[src/hdl/x86_16_subset_execute_core_assert.svh]
// Assertion macros for the execute core. Define ASSERT_OFF to compile them out.
`ifndef X86_16_SUBSET_EXECUTE_CORE_ASSERT_SVH
`define X86_16_SUBSET_EXECUTE_CORE_ASSERT_SVH

`ifndef ASSERT_OFF

// Checked on every clock edge outside reset.
`define X86EC_ASSERT(name, prop, msg) \
  name: assert property (@(posedge clk) disable iff (!rst_n) prop) \
    else $error(msg);

// Checked on every clock edge, reset included.
`define X86EC_ASSERT_ALWAYS(name, prop, msg) \
  name: assert property (@(posedge clk) prop) else $error(msg);

`else

`define X86EC_ASSERT(name, prop, msg)
`define X86EC_ASSERT_ALWAYS(name, prop, msg)

`endif

`endif

[src/hdl/x86ec_pkg.sv]
package x86ec_pkg;

  // Operation kind reported with each result.
  typedef enum logic [2:0] {
    KIND_MOV     = 3'd0,
    KIND_ADD     = 3'd1,
    KIND_SUB     = 3'd2,
    KIND_CMP     = 3'd3,
    KIND_JNZ     = 3'd4,
    KIND_JMP_NOP = 3'd5,
    KIND_UNKNOWN = 3'd6
  } kind_t;

  // Eight 16-bit general registers, ax..di.
  typedef logic [7:0][15:0] regfile_t;

  localparam int IN_DATA_W  = 48;
  localparam int OUT_DATA_W = 48;
  localparam int OUT_USER_W = 3;

  // mod field codes
  localparam logic [1:0] MOD_NODISP = 2'b00;
  localparam logic [1:0] MOD_DISP8  = 2'b01;
  localparam logic [1:0] MOD_DISP16 = 2'b10;
  localparam logic [1:0] MOD_REG    = 2'b11;

  // rm code that means a direct 16-bit address when mod is zero
  localparam logic [2:0] RM_DIRECT = 3'b110;

  // ALU group codes, both in opcode bits 5:3 and in the group-immediate reg field
  localparam logic [2:0] GRP_ADD = 3'b000;
  localparam logic [2:0] GRP_SUB = 3'b101;
  localparam logic [2:0] GRP_CMP = 3'b111;

  // Low three opcode bits of the ALU rows: below ALU_FORM_ACC are the mod/rm
  // forms, from there up to ALU_FORM_LIMIT the accumulator-immediate forms.
  localparam logic [2:0] ALU_FORM_ACC   = 3'd4;
  localparam logic [2:0] ALU_FORM_LIMIT = 3'd6;

  // Opcode patterns of the supported forms, compared after masking off the
  // d, s, w and register bits.
  localparam logic [7:0] OP_MOV_RM      = 8'h88;  // 88..8B, mask FC
  localparam logic [7:0] OP_MOV_IMM_RM  = 8'hC6;  // C6..C7, mask FE
  localparam logic [7:0] OP_MOV_IMM_REG = 8'hB0;  // B0..BF, mask F0
  localparam logic [7:0] OP_GRP_IMM     = 8'h80;  // 80..83, mask FC
  localparam logic [7:0] OP_JCC         = 8'h70;  // 70..7F, mask F0
  localparam logic [7:0] OP_LOOP        = 8'hE0;  // E0..E3, mask FC

  localparam logic [7:0] OP_JNZ = 8'h75;
  localparam logic [2:0] REG_AX = 3'd0;

  // Reads a register at word or byte width. Byte numbers 0..3 are the low
  // halves of ax..bx, 4..7 the high halves.
  function automatic logic [15:0] read_reg(input regfile_t rf, input logic [2:0] idx,
                                           input logic w);
    logic [15:0] full;
    full = rf[{1'b0, idx[1:0]}];
    if (w) begin
      return rf[idx];
    end else if (idx[2]) begin
      return {8'h00, full[15:8]};
    end else begin
      return {8'h00, full[7:0]};
    end
  endfunction

endpackage

[src/hdl/x86_16_subset_execute_core.sv]
// A request is held in the input register, then executed into the output register.
// Throughput: one instruction per cycle while the output side keeps draining, set by
// the single execute stage that reads and updates the register file, flags and ip in
// the same cycle.
// Reset (rst_n low, synchronous): all registers, flags and ip cleared, both stages emptied.
`include "x86_16_subset_execute_core_assert.svh"

module x86_16_subset_execute_core
  import x86ec_pkg::*;
(
  input  logic                  clk,
  input  logic                  rst_n,
  input  logic                  in_tvalid,
  output logic                  in_tready,
  // opcode_byte[7:0], modrm_byte[15:8], third_byte[23:16],
  // fourth_byte[31:24], fifth_byte[39:32], sixth_byte[47:40]
  input  logic [IN_DATA_W-1:0]  in_tdata,
  output logic                  out_tvalid,
  input  logic                  out_tready,
  // length[2:0], next_ip[18:3], reg_written[19], reg_index[22:20], wide[23],
  // reg_value[39:24], zero_flag[40], sign_flag[41], zero fill[47:42]
  output logic [OUT_DATA_W-1:0] out_tdata,
  // kind[2:0]
  output logic [OUT_USER_W-1:0] out_tuser
);

  // ---------------------------------------------------------------------------
  // Input stage. The request register is refilled in the same cycle that its
  // instruction moves on to execute, so a new request can arrive every cycle
  // as long as the output side keeps draining.
  // ---------------------------------------------------------------------------
  logic                 in_v_r;
  logic [IN_DATA_W-1:0] in_data_r;
  logic                 out_v_r;
  logic                 in_fire;
  logic                 exec_fire;

  // Execute runs when an instruction is held and the output register is free
  // or being emptied in this same cycle.
  assign exec_fire = in_v_r && (!out_v_r || out_tready);
  assign in_tready = !in_v_r || exec_fire;
  assign in_fire   = in_tvalid && in_tready;

  // Architectural state.
  regfile_t    rf_r;
  logic        zf_r;
  logic        sf_r;
  logic [15:0] ip_r;

  // ---------------------------------------------------------------------------
  // Decode. Picks the operation, the width, the length, and the destination
  // and source operand of the single ALU operation (if any).
  // ---------------------------------------------------------------------------
  logic [7:0]  op, b1, b2, b3, b4, b5;
  logic [1:0]  mod;
  logic [2:0]  regf, rm;
  logic [1:0]  dl;
  logic [7:0]  imm_lo, imm_hi;
  kind_t       dec_kind;
  logic [2:0]  dec_len;
  logic        dec_w;
  logic        do_apply;
  logic [2:0]  dst;
  logic [15:0] src;

  always_comb begin
    op   = in_data_r[7:0];
    b1   = in_data_r[15:8];
    b2   = in_data_r[23:16];
    b3   = in_data_r[31:24];
    b4   = in_data_r[39:32];
    b5   = in_data_r[47:40];
    mod  = b1[7:6];
    regf = b1[5:3];
    rm   = b1[2:0];

    // Displacement bytes that follow the mod/rm byte.
    case (mod)
      MOD_NODISP: dl = (rm == RM_DIRECT) ? 2'd2 : 2'd0;
      MOD_DISP8:  dl = 2'd1;
      MOD_DISP16: dl = 2'd2;
      default:    dl = 2'd0;
    endcase

    // The immediate of the r/m forms starts right after the displacement.
    case (dl)
      2'd0: begin
        imm_lo = b2;
        imm_hi = b3;
      end
      2'd1: begin
        imm_lo = b3;
        imm_hi = b4;
      end
      default: begin
        imm_lo = b4;
        imm_hi = b5;
      end
    endcase

    dec_kind = KIND_UNKNOWN;
    dec_len  = 3'd2;
    dec_w    = 1'b0;
    do_apply = 1'b0;
    dst      = REG_AX;
    src      = 16'h0000;

    if (op[7:2] == OP_MOV_RM[7:2]) begin
      // mov between register and r/m; d bit picks the direction.
      dec_kind = KIND_MOV;
      dec_w    = op[0];
      dec_len  = 3'd2 + {1'b0, dl};
      if (mod == MOD_REG) begin
        do_apply = 1'b1;
        dst      = op[1] ? regf : rm;
        src      = read_reg(rf_r, op[1] ? rm : regf, op[0]);
      end
    end else if (op[7:1] == OP_MOV_IMM_RM[7:1]) begin
      // mov immediate to r/m; the reg field is ignored.
      dec_kind = KIND_MOV;
      dec_w    = op[0];
      dec_len  = 3'd2 + {1'b0, dl} + (op[0] ? 3'd2 : 3'd1);
      src      = op[0] ? {imm_hi, imm_lo} : {8'h00, imm_lo};
      if (mod == MOD_REG) begin
        do_apply = 1'b1;
        dst      = rm;
      end
    end else if (op[7:4] == OP_MOV_IMM_REG[7:4]) begin
      // mov immediate to register, register number in the opcode.
      dec_kind = KIND_MOV;
      dec_w    = op[3];
      dec_len  = op[3] ? 3'd3 : 3'd2;
      src      = op[3] ? {b2, b1} : {8'h00, b1};
      do_apply = 1'b1;
      dst      = op[2:0];
    end else if (op[7:6] == 2'b00 && op[2:0] < ALU_FORM_LIMIT &&
                 (op[5:3] == GRP_ADD || op[5:3] == GRP_SUB || op[5:3] == GRP_CMP)) begin
      // add/sub/cmp, register forms and accumulator-immediate forms.
      case (op[5:3])
        GRP_ADD: dec_kind = KIND_ADD;
        GRP_SUB: dec_kind = KIND_SUB;
        default: dec_kind = KIND_CMP;
      endcase
      dec_w = op[0];
      if (op[2:0] < ALU_FORM_ACC) begin
        dec_len = 3'd2 + {1'b0, dl};
        if (mod == MOD_REG) begin
          do_apply = 1'b1;
          dst      = op[1] ? regf : rm;
          src      = read_reg(rf_r, op[1] ? rm : regf, op[0]);
        end
      end else begin
        dec_len  = op[0] ? 3'd3 : 3'd2;
        src      = op[0] ? {b2, b1} : {8'h00, b1};
        do_apply = 1'b1;
        dst      = REG_AX;
      end
    end else if (op[7:2] == OP_GRP_IMM[7:2]) begin
      // Group immediate. With s set on a word form the byte immediate is
      // sign-extended; on a byte form s changes nothing.
      dec_w = op[0];
      if (op[0] && !op[1]) begin
        dec_len = 3'd4 + {1'b0, dl};
        src     = {imm_hi, imm_lo};
      end else begin
        dec_len = 3'd3 + {1'b0, dl};
        src     = (op[0] && imm_lo[7]) ? {8'hFF, imm_lo} : {8'h00, imm_lo};
      end
      case (regf)
        GRP_ADD: dec_kind = KIND_ADD;
        GRP_SUB: dec_kind = KIND_SUB;
        GRP_CMP: dec_kind = KIND_CMP;
        default: begin
          dec_kind = KIND_UNKNOWN;
          dec_w    = 1'b0;
        end
      endcase
      if (dec_kind != KIND_UNKNOWN && mod == MOD_REG) begin
        do_apply = 1'b1;
        dst      = rm;
      end
    end else if (op == OP_JNZ) begin
      dec_kind = KIND_JNZ;
    end else if (op[7:4] == OP_JCC[7:4] || op[7:2] == OP_LOOP[7:2]) begin
      // Other conditional jumps and the loop family pass as two-byte no-ops.
      dec_kind = KIND_JMP_NOP;
    end
  end

  // ---------------------------------------------------------------------------
  // Execute: one adder/subtractor at the operation width, flag generation,
  // register merge for byte writes, and the next instruction pointer.
  // ---------------------------------------------------------------------------
  logic [15:0] a_val;
  logic [15:0] sum;
  logic [15:0] res;
  logic        res_zf;
  logic        res_sf;
  logic        upd_flags;
  logic        do_write;
  logic [2:0]  wr_row;
  logic [15:0] old_row;
  logic [15:0] new_row;
  logic [15:0] next_ip;

  always_comb begin
    a_val = read_reg(rf_r, dst, dec_w);
    sum   = (dec_kind == KIND_ADD) ? a_val + src : a_val - src;
    res   = (dec_kind == KIND_MOV) ? src : sum;
    if (!dec_w) begin
      res = {8'h00, res[7:0]};
    end
    res_zf    = (res == 16'h0000);
    res_sf    = dec_w ? res[15] : res[7];
    upd_flags = do_apply && dec_kind != KIND_MOV;
    do_write  = do_apply && dec_kind != KIND_CMP;

    // A byte register lives in one half of ax..bx.
    wr_row  = dec_w ? dst : {1'b0, dst[1:0]};
    old_row = rf_r[wr_row];
    if (dec_w) begin
      new_row = res;
    end else if (dst[2]) begin
      new_row = {res[7:0], old_row[7:0]};
    end else begin
      new_row = {old_row[15:8], res[7:0]};
    end

    // jnz is taken on the flags left by the previous instruction.
    if (dec_kind == KIND_JNZ && !zf_r) begin
      next_ip = ip_r + 16'd2 + {{8{b1[7]}}, b1};
    end else begin
      next_ip = ip_r + {13'd0, dec_len};
    end
  end

  // ---------------------------------------------------------------------------
  // Output register fields.
  // ---------------------------------------------------------------------------
  logic [2:0]  out_len_r;
  logic [15:0] out_ip_r;
  kind_t       out_kind_r;
  logic        out_written_r;
  logic [2:0]  out_idx_r;
  logic        out_w_r;
  logic [15:0] out_val_r;
  logic        out_zf_r;
  logic        out_sf_r;

  // Control and architectural state.
  always_ff @(posedge clk) begin
    if (!rst_n) begin
      in_v_r  <= 1'b0;
      out_v_r <= 1'b0;
      rf_r    <= '0;
      zf_r    <= 1'b0;
      sf_r    <= 1'b0;
      ip_r    <= 16'h0000;
    end else begin
      if (in_fire) begin
        in_v_r <= 1'b1;
      end else if (exec_fire) begin
        in_v_r <= 1'b0;
      end
      if (exec_fire) begin
        out_v_r <= 1'b1;
      end else if (out_tready) begin
        out_v_r <= 1'b0;
      end
      if (exec_fire) begin
        ip_r <= next_ip;
        if (upd_flags) begin
          zf_r <= res_zf;
          sf_r <= res_sf;
        end
        if (do_write) begin
          rf_r[wr_row] <= new_row;
        end
      end
    end
  end

  // Payload registers; qualified by the valid bits above.
  always_ff @(posedge clk) begin
    if (in_fire) begin
      in_data_r <= in_tdata;
    end
    if (exec_fire) begin
      out_len_r     <= dec_len;
      out_ip_r      <= next_ip;
      out_kind_r    <= dec_kind;
      out_written_r <= do_write;
      out_idx_r     <= do_write ? dst : REG_AX;
      out_w_r       <= dec_w;
      out_val_r     <= do_write ? new_row : 16'h0000;
      out_zf_r      <= upd_flags ? res_zf : zf_r;
      out_sf_r      <= upd_flags ? res_sf : sf_r;
    end
  end

  assign out_tvalid = out_v_r;
  assign out_tdata  = {6'd0, out_sf_r, out_zf_r, out_val_r, out_w_r, out_idx_r,
                       out_written_r, out_ip_r, out_len_r};
  assign out_tuser  = out_kind_r;

  // ---------------------------------------------------------------------------
  // Assertions
  // ---------------------------------------------------------------------------
  `X86EC_ASSERT_ALWAYS(a_reset_empties, !rst_n |=> !in_v_r && !out_v_r,
    "pipeline not empty after reset")
  `X86EC_ASSERT(a_cmp_no_write, out_v_r && out_kind_r == KIND_CMP |-> !out_written_r,
    "cmp reported a register write")
  `X86EC_ASSERT(a_mov_keeps_flags,
    exec_fire && dec_kind == KIND_MOV |=> zf_r == $past(zf_r) && sf_r == $past(sf_r),
    "mov changed the flags")
  `X86EC_ASSERT(a_jnz_not_taken,
    exec_fire && dec_kind == KIND_JNZ && zf_r |=> ip_r == $past(ip_r) + 16'd2,
    "jnz with zero flag set did not fall through")

endmodule
[config.mk]
export PLATFORM = sky130hd
export DESIGN_NAME = x86_16_subset_execute_core
export DESIGN_NICKNAME = d
export VERILOG_FILES = /design/src/hdl/x86ec_pkg.sv /design/src/hdl/x86_16_subset_execute_core.sv
export VERILOG_INCLUDE_DIRS = /design/src /design/src/hdl
export SDC_FILE = /design/constraint.sdc
export NUM_CORES = 1
export LEC_CHECK = 0
export BUFFER_PORTS_ARGS = -buffer_cell sky130_fd_sc_hd__buf_2
export CAP_MARGIN = 40
export CORE_AREA = 2 2 200 202
export CTS_BUF_LIST = sky130_fd_sc_hd__clkbuf_8 sky130_fd_sc_hd__clkbuf_16
export CTS_CLUSTER_SIZE = 14
export DETAILED_ROUTE_END_ITERATION = 10
export DIE_AREA = 0 0 202 204
export SLEW_MARGIN = 20
export SYNTH_ARGS = -nofsm -noshare
export SYNTH_HDL_FRONTEND = slang
export SYNTH_SLANG_ARGS = --single-unit
[constraint.sdc]
create_clock -name clk -period 19.6 [get_ports clk]
set_input_delay 1.96 -clock clk [delete_from_list [all_inputs] [get_ports clk]]
set_output_delay 1.96 -clock clk [all_outputs]
set_load 0.1 [all_outputs]
; Word-level counts from Yosys, hierarchy flattened
; Cells that the tools add are included.
[totals]
ff_bits = 241
out_inout_bits = 53
wordCells = 188
[classes]
n_addsub = 9
magnitude_cmp = 8
eq_ne = 20
muxes = 96
reduce_logical = 32
[ops]
columns = operator, count
row1 = $mux W16, 26
row2 = $bmux W16 S3, 3
row3 = $bwmux W128, 1
row4 = $mux W3, 29
row5 = $bmux W16 S2, 2
row6 = $demux W16 S3, 1
row7 = $add A16 B16 Y16, 2
row8 = $pmux W8 S2, 2
row9 = $mux W1, 23
row10 = $eq A3 B3 Y1 const B, 6
row11 = $eq A6 B6 Y1 const B, 3
row12 = $add A16 B2 Y16 const B, 1
row13 = $add A16 B3 Y16, 1
row14 = $logic_not A16 Y1, 1
row15 = $mux W8, 2
row16 = $sub A16 B16 Y16, 1
row17 = $lt A3 B4 Y1 const B, 3
row18 = $logic_and A1 B1 Y1, 11
row19 = $logic_not A3 Y1, 3
row20 = $pmux W3 S3, 1
row21 = $eq A8 B7 Y1 const B, 1
row22 = $lt A2 B4 Y1 const B, 2
row23 = $mux W2, 4
row24 = $eq A7 B7 Y1 const B, 1
row25 = other kinds (21), 35

; Logic depth before layout (Yosys ltp)
; Gate-level depths: netlist of the first run.
[logic_depth]
depth_word = 27
ltp_mapped = 29
ltp_nobuf = 26

; Worst setup path before layout of the first run
; OpenSTA, ideal clock, no wires.
[synth_timing]
path_kind = register to register
startpoint = reg in_data_r[4]
endpoint = reg zf_r
setup_time_ns = 0.058
arrival_time_ns = 6.449
required_ns = 19.542
path_slack_ns = 13.093
stages_incl_launch_ff = 29
n_path_buf = 5
path_cell_list = edfxtp_1 > buf_2 > or3_1 > a211o_1 > nand2_1 > buf_2 > nor3_1 > a221oi_2 > clkbuf_1 > clkbuf_1 > clkbuf_1 > nand2_1 > a311oi_1 > o21ai_0 > o21ai_0 > ha_1 > fa_1 > a21oi_1 > o21bai_1 > a21oi_1 > o21bai_1 > xor2_1 > or4_1 > nor4b_1 > nand3_1 > or4b_2 > a211o_1 > a21oi_2 > o21a_1
[synth_via]
elab_chain_len = 18
elab_cells_between_ends = 59
[synth_rtl]
columns = element, line
row1 = start: declaration, x86_16_subset_execute_core.sv:33  ; logic [IN_DATA_W-1:0] in_data_r;
row2 = start signal: assignment, x86_16_subset_execute_core.sv:286  ; in_data_r <= in_tdata;
row3 = $eq A3 B3 Y1 or $logic_not A3 Y1 (tied branches), "x86_16_subset_execute_core.sv:137, x86_16_subset_execute_core.sv:139"
row4 = $logic_or A1 B1 Y1 (2 in a row), x86_16_subset_execute_core.sv:137  ; (op[5:3] == GRP_ADD || op[5:3] == GRP_SUB || op[5:3] == GRP_CMP)) begin
row5 = $logic_and A1 B1 Y1, x86_16_subset_execute_core.sv:136  ; end else if (op[7:6] == 2'b00 && op[2:0] < ALU_FORM_LIMIT &&
row6 = $mux W3, x86_16_subset_execute_core.sv:136
row7 = $mux W3, x86_16_subset_execute_core.sv:128  ; end else if (op[7:4] == OP_MOV_IMM_REG[7:4]) begin
row8 = $mux W3, x86_16_subset_execute_core.sv:118  ; end else if (op[7:1] == OP_MOV_IMM_RM[7:1]) begin
row9 = $mux W3, x86_16_subset_execute_core.sv:108  ; if (op[7:2] == OP_MOV_RM[7:2]) begin
row10 = $bmux W16 S2, x86ec_pkg.sv:57  ; full = rf[{1'b0, idx[1:0]}];
row11 = $mux W16 (implied by the code), x86ec_pkg.sv:57
row12 = $mux W8, x86ec_pkg.sv:60  ; end else if (idx[2]) begin
row13 = $mux W16, x86ec_pkg.sv:58  ; if (w) begin
row14 = $sub A16 B16 Y16 or $add A16 B16 Y16 (tied branches), x86_16_subset_execute_core.sv:208  ; sum = (dec_kind == KIND_ADD) ? a_val + src : a_val - src;
row15 = $mux W16, x86_16_subset_execute_core.sv:208
row16 = $mux W16, x86_16_subset_execute_core.sv:209  ; res = (dec_kind == KIND_MOV) ? src : sum;
row17 = $mux W16, x86_16_subset_execute_core.sv:210  ; if (!dec_w) begin
row18 = $logic_not A16 Y1, x86_16_subset_execute_core.sv:213  ; res_zf = (res == 16'h0000);
row19 = $mux W1 *, --
row20 = end signal: assignment, x86_16_subset_execute_core.sv:273  ; zf_r <= res_zf;
row21 = end: declaration, x86_16_subset_execute_core.sv:46  ; logic zf_r;
; Mark *: on every way between the ends. The rest lies on a longest branch, timed or not. The select of a mux whose other input is x is not followed.
; A chain may end at the register's enable or synchronous reset.

; Final worst setup path of the first run
; Same ends and word-level chain as after synthesis.

==> results of run 1 <==
## worst min-delay path by stage
stage / depth (start not counted) / endpoint / start / slack (ns)
6_report: 2 / rf_r[68] / rf_r[68] / 0.47
4_1_cts: 2 / rf_r[68] / rf_r[68] / 0.47
5_1_grt: 2 / rf_r[72] / rf_r[72] / 0.48
2_1_floorplan: 2 / sf_r / sf_r / 0.44
3_5_place_dp: 2 / rf_r[68] / rf_r[68] / 0.46
3_3_place_gp: 2 / sf_r / sf_r / 0.45
## layout make-up
type | instances | area (sq um) | share of cell area
inverters | 32 | 123 | 0.00735
clock buffers | 35 | 808 | 0.0485
well taps | 525 | 657 | 0.0394
clock inverters | 17 | 205 | 0.0123
multi-input cells | 1305 | 8340 | 0.500
repair buffers | 135 | 791 | 0.0474
flip-flops and latches | 241 | 5760 | 0.345
## worst max-delay path: cells and delay by family, from the launching register on
kind	cells	cell delay, ns
and+or+nand+nor	11	3.83
buffers and inverters	2	0.58
DFF	1	0.51
AOI/OAI and AO/OA	11	1.61
xor gates and xnor gates	1	0.15
adders and majority gates	2	0.73
## synth_stat cells, types with 8 or more instances
cell and number:
clkbuf_1 76, buf_4 14, o21bai_1 8, a21o_1 14, and3_1 20, edfxtp_1 93
mux2_2 10, inv_1 28, xnor2_1 25, a221oi_1 11, and2_1 19, o21ai_0 73
a31oi_1 9, ha_1 50, nand3_1 50, nor2_1 180, nor3_1 56, xor2_1 27
nand2b_1 14, mux4_2 36, nand2_1 343, buf_2 11, buf_1 8, a21oi_1 120
mux2i_1 55, dfxtp_1 148, a211oi_1 52
## power breakdown
part | internal [mW] | switching [mW] | leakage [nW]
logic | 0.0671 | 0.164 | 3.72
registers | 0.535 | 0.0117 | 2.07
clock network | 0.344 | 0.229 | 0.515
total | 0.946 | 0.404 | 6.31
## flip-flops by register name (all words and copies together), names as in the netlist, 3 cells and up
register	cells
ip_r	16
out_ip_r	16
rf_r	128
out_idx_r	3
out_len_r	3
in_data_r	48
out_val_r	16
out_tuser	3
## routing by layer
metal	track usage	part of all wire
met1	0.307	0.43
met2	0.374	0.46
met3	0.0360	0.068
met4	0.113	0.047
met5	0	0
## cells by family after synthesis
family | after synthesis | share of synthesized area
and+or+nand+nor | 719 | 0.213
AOI/OAI and AO/OA | 371 | 0.167
DFF | 241 | 0.394
buffers and inverters | 143 | 0.0423
muxes | 102 | 0.102
adders and majority gates | 54 | 0.0483
xor gates and xnor gates | 53 | 0.0327
other | 1 | 0.000257
## stage by stage
stage	util	hold WS, ns
floorplan	-	0.441
detailed placement	0.399	0.462
global placement	0.398	0.454
CTS	0.425	0.471
finish	0.426	0.470
global route	0.426	0.483
==> results.sh, run 1 <==
export IMPL_stdcell_count=2290
export IMPL_fin_ws_ns=12.13
export IMPL_rsz0062_at_grt="false"
export IMPL_worstSetupStartpoint="in_data_r[4]"
export IMPL_hold_viol=0
export IMPL_post_cts_setup_buffers=0
export IMPL_gp_congestion=0.980
export IMPL_max_cap_violations=0
export IMPL_grt_antenna_before_repair=0
export IMPL_cts_buffer_depth=3
export IMPL_layout_commonest_cell="nand2_1"
export IMPL_dp_hpwl_mm=33.8
export IMPL_powerDensity_nw_per_um2=81.0
export IMPL_synth_area_top_cells="dfxtp_1 20%, edfxtp_1 19%, nand2_1 8.8%"
export IMPL_setup_worst_path_start_class="flip-flop"
export IMPL_ys_seq_elements=241
export IMPL_grt_pass1_wl_mm=74.7
export IMPL_grt_max_degree=74
export IMPL_cp_arrival_ns=8.00
export IMPL_cp_max_fo=47
export IMPL_fmax_mhz=134
export IMPL_finalCritPeriodShare=0.381
export IMPL_synth_edff_count=93
export IMPL_worst_clock_skew_ns=0.0180
export IMPL_cts_num_sinks=241
export IMPL_io_buffers=98
export IMPL_ys_flop_type="dfxtp_1"
export IMPL_grt_use_total=0.233
export IMPL_required_ns=20.14
export IMPL_antenna_left=0
export IMPL_finalWirelength_mm=48.8
export IMPL_area_delta_synth_final_pct=14.2
export IMPL_relSlewSlack=0.350
export IMPL_holdBufCountCts=0
export IMPL_irDropWorstVdd_mv=0.0577
export IMPL_cts_root_buf="clkbuf_16"
export IMPL_pre_cts_ws_ns=12.29
export IMPL_netlist_area_leader_share=0.203
export IMPL_ioPinCount=105
export IMPL_ys_warn_count=0
export IMPL_r2r_start="in_data_r[4]"
export IMPL_drc=0
export IMPL_total_power_mw=1.35
export IMPL_ys_types=85
export IMPL_dieArea_sq_um=41200
export IMPL_die_x_microns=202
export IMPL_clkSlewWorstSetupHoldPaths_ns=0.07
export IMPL_final_cell_mix="343 x nand2_1, 180 x nor2_1, 148 x dfxtp_1"
export IMPL_cts_buffers=28
export IMPL_r2r_end="zf_r"
export IMPL_start_util=0.373
export IMPL_avgSynthCellArea_sq_um=8.67
export IMPL_grt_pass1_vias=12465
export IMPL_drive_above_1_share=0.148
export IMPL_post_cts_resized=0
export IMPL_ff2ff_setup_slack_ns=12.13
export IMPL_fin_crit_ns=7.47
export IMPL_cts_max_level=1
export IMPL_dp_cells=2235
export IMPL_clock_latency_ns=0.59
export IMPL_placed_area_sq_um=15600
export IMPL_cts_tree="built"
export IMPL_num_antenna_cells=0
export IMPL_final_area_sq_um=16700
export IMPL_drv_slew=0
export IMPL_layout_nets=1849
export IMPL_crit_end="zf_r"
export IMPL_yosysSeqAreaShare=0.394
export IMPL_route_vias_total=13041
export IMPL_cp_slowest_cell="nor2_1"
export IMPL_first_pass_iters=8
export IMPL_cellLeakagePower_nw=6.31
export IMPL_vias_per_cell=5.69
export IMPL_synth_cells=1684
export IMPL_row_count=73
export IMPL_setup_violations=0
export IMPL_rr_worst_depth=27
export IMPL_fillers=3878
export IMPL_setup_tns_final_ns=0
export IMPL_die_y_microns=204
export IMPL_post_drt_wl_per_cell_microns=21.3
export IMPL_end_kind="flip-flop"
export IMPL_tightest_slew_ns=0.975
export IMPL_status="completed"
export IMPL_yosysTopAreaCell="dfxtp_1"
export IMPL_core_area_sq_um=39200
export IMPL_drt_iter0_drc=1184
export IMPL_critical_path_class="flip-flop to flip-flop"
export IMPL_min_path_type="flip-flop to flip-flop"
export IMPL_gr_total_overflow=0
export IMPL_syn_area_sq_um=14600
export IMPL_max_stage_delay_ns=0.66
export IMPL_synth_async_reset_ratio=0
(Power assumes the default switching activity.)
==> run 2, diff against run 1 <==
==> constraint.sdc (replaced) <==
create_clock -name clk -period 7.3 [get_ports clk]
set_input_delay 0.73 -clock clk [delete_from_list [all_inputs] [get_ports clk]]
set_output_delay 0.73 -clock clk [all_outputs]
set_load 0.1 [all_outputs]
==> results.sh, run 2 (same netlist as run 1, synthesis figures left out) <==
export IMPL_clock_latency_ns=0.57
export IMPL_r2r_end="zf_r"
export IMPL_setup_violations=0
export IMPL_critical_path_class="flip-flop to flip-flop"
export IMPL_crit_end="zf_r"
export IMPL_cp_arrival_ns=7.44
export IMPL_relSlewSlack=0.447
export IMPL_antenna_left=0
export IMPL_dieArea_sq_um=41200
export IMPL_worst_clock_skew_ns=0.0207
export IMPL_drive_above_1_share=0.156
export IMPL_rsz0062_at_grt="false"
export IMPL_ff2ff_setup_slack_ns=0.37
export IMPL_status="completed"
export IMPL_core_area_sq_um=39200
export IMPL_finalWirelength_mm=48.7
export IMPL_gr_total_overflow=0
export IMPL_setup_worst_path_start_class="flip-flop"
export IMPL_start_util=0.373
export IMPL_dp_cells=2256
export IMPL_gp_congestion=0.950
export IMPL_final_cell_mix="343 x nand2_1, 180 x nor2_1, 148 x dfxtp_1"
export IMPL_grt_use_total=0.231
export IMPL_r2r_start="in_data_r[3]"
export IMPL_top_regs="rf_r x128, in_data_r x48"
export IMPL_largest_register="rf_r"
export IMPL_num_antenna_cells=0
export IMPL_max_cap_violations=0
export IMPL_stdcell_count=2310
export IMPL_fmax_mhz=144
export IMPL_cellLeakagePower_nw=6.40
export IMPL_setup_tns_final_ns=0
export IMPL_vias_per_cell=5.71
export IMPL_die_y_microns=204
export IMPL_post_drt_wl_per_cell_microns=21.1
export IMPL_ioPinCount=105
export IMPL_cts_max_level=1
export IMPL_powerDensity_nw_per_um2=209
export IMPL_hold_viol=0
export IMPL_largest_reg_flops=128
export IMPL_tightest_slew_ns=0.806
export IMPL_route_vias_total=13201
export IMPL_io_buffers=98
export IMPL_worstSetupStartpoint="in_data_r[3]"
export IMPL_end_kind="flip-flop"
export IMPL_grt_max_degree=82
export IMPL_first_pass_iters=5
export IMPL_cts_root_buf="clkbuf_16"
export IMPL_irDropWorstVdd_mv=0.132
export IMPL_rr_worst_depth=25
export IMPL_area_delta_synth_final_pct=15.3
export IMPL_utilization=0.429
export IMPL_cts_num_sinks=241
export IMPL_drv_slew=0
export IMPL_min_path_type="input port to flip-flop"
export IMPL_drt_iter0_drc=1270
export IMPL_grt_pass1_wl_mm=74.2
export IMPL_drc=0
export IMPL_grt_antenna_before_repair=0
export IMPL_die_x_microns=202
export IMPL_layout_commonest_cell="nand2_1"
export IMPL_cts_buffers=27
export IMPL_hp_start="in_tdata[45]"
export IMPL_required_ns=7.80
export IMPL_grt_pass1_vias=12580
export IMPL_cts_buffer_depth=3
export IMPL_clkSlewWorstSetupHoldPaths_ns=0.06
export IMPL_dp_hpwl_mm=35.1
export IMPL_post_cts_resized=0
export IMPL_post_cts_setup_buffers=0
export IMPL_layout_nets=1870
export IMPL_fin_crit_ns=6.93
export IMPL_row_count=73
export IMPL_holdPathStages=1
export IMPL_cts_tree="built"
export IMPL_holdBufCountCts=0
export IMPL_finalCritPeriodShare=0.950
export IMPL_cp_max_fo=28
-- run 2: critical path: stages (launching register included) --
cell and delay (ns):
edfxtp_1 0.55, or3_1 0.45, a211o_1 0.40, nand2_1 0.27, nor3_1 0.16, a221o_2 0.58
nand2_1 0.15, nand3_1 0.09, nand2_1 0.16, nor2_1 0.05, o21ai_0 0.14, o21ai_0 0.13
ha_1 0.25, fa_1 0.46, a21oi_1 0.18, o21bai_1 0.12, a21oi_1 0.21, o21bai_1 0.10
xor2_1 0.15, or4_1 0.50, nor4b_1 0.49, nand3_1 0.13, or4b_2 0.63, a211o_1 0.28
a21oi_2 0.12, o21a_1 0.11
-- run 2: worst min path at each step --
| stage | to |
|---|---|
| 2_1_floorplan | sf_r |
| 3_3_place_gp | rf_r[74] |
| 3_5_place_dp | rf_r[72] |
| 4_1_cts | in_data_r[45] |
| 5_1_grt | in_data_r[42] |
| 6_report | in_data_r[45] |
-- run 2: stage by stage --
step	hold WS, ns	power (mW)	area [sq um]	setup slack (ns)
after global placement	0.454	2.11	15800	0.580
after floorplan	0.441	1.94	14600	0.793
after global routing	0.323	3.64	16800	0.0582
after CTS	0.313	3.54	16800	0.446
final	0.339	3.52	16800	0.365
after detailed placement	0.461	2.12	15800	0.487
-- run 2: cell type report --
cell class | instances | area, sq um
multi-input cells | 1305 | 8340
fillers | 3860 | 22400
well taps | 525 | 657
inverters | 32 | 123
clock buffers | 28 | 689
repair buffers | 157 | 1040
flip-flops and latches | 241 | 5760
clock inverters | 22 | 226
-- run 2: where the power goes --
group	switching, mW	internal, mW
clock	0.588	0.829
combinational	0.444	0.193
sequential	0.0286	1.44
total	1.06	2.46
-- run 2: routing by layer --
metal / up-vias / global-route usage / wire length (microns)
li1: 6186 / - / -
met1: 6420 / 0.303 / 20800
met2: 490 / 0.374 / 22400
met3: 105 / 0.0330 / 3170
met4: 0 / 0.117 / 2350
met5: - / 0 / 0
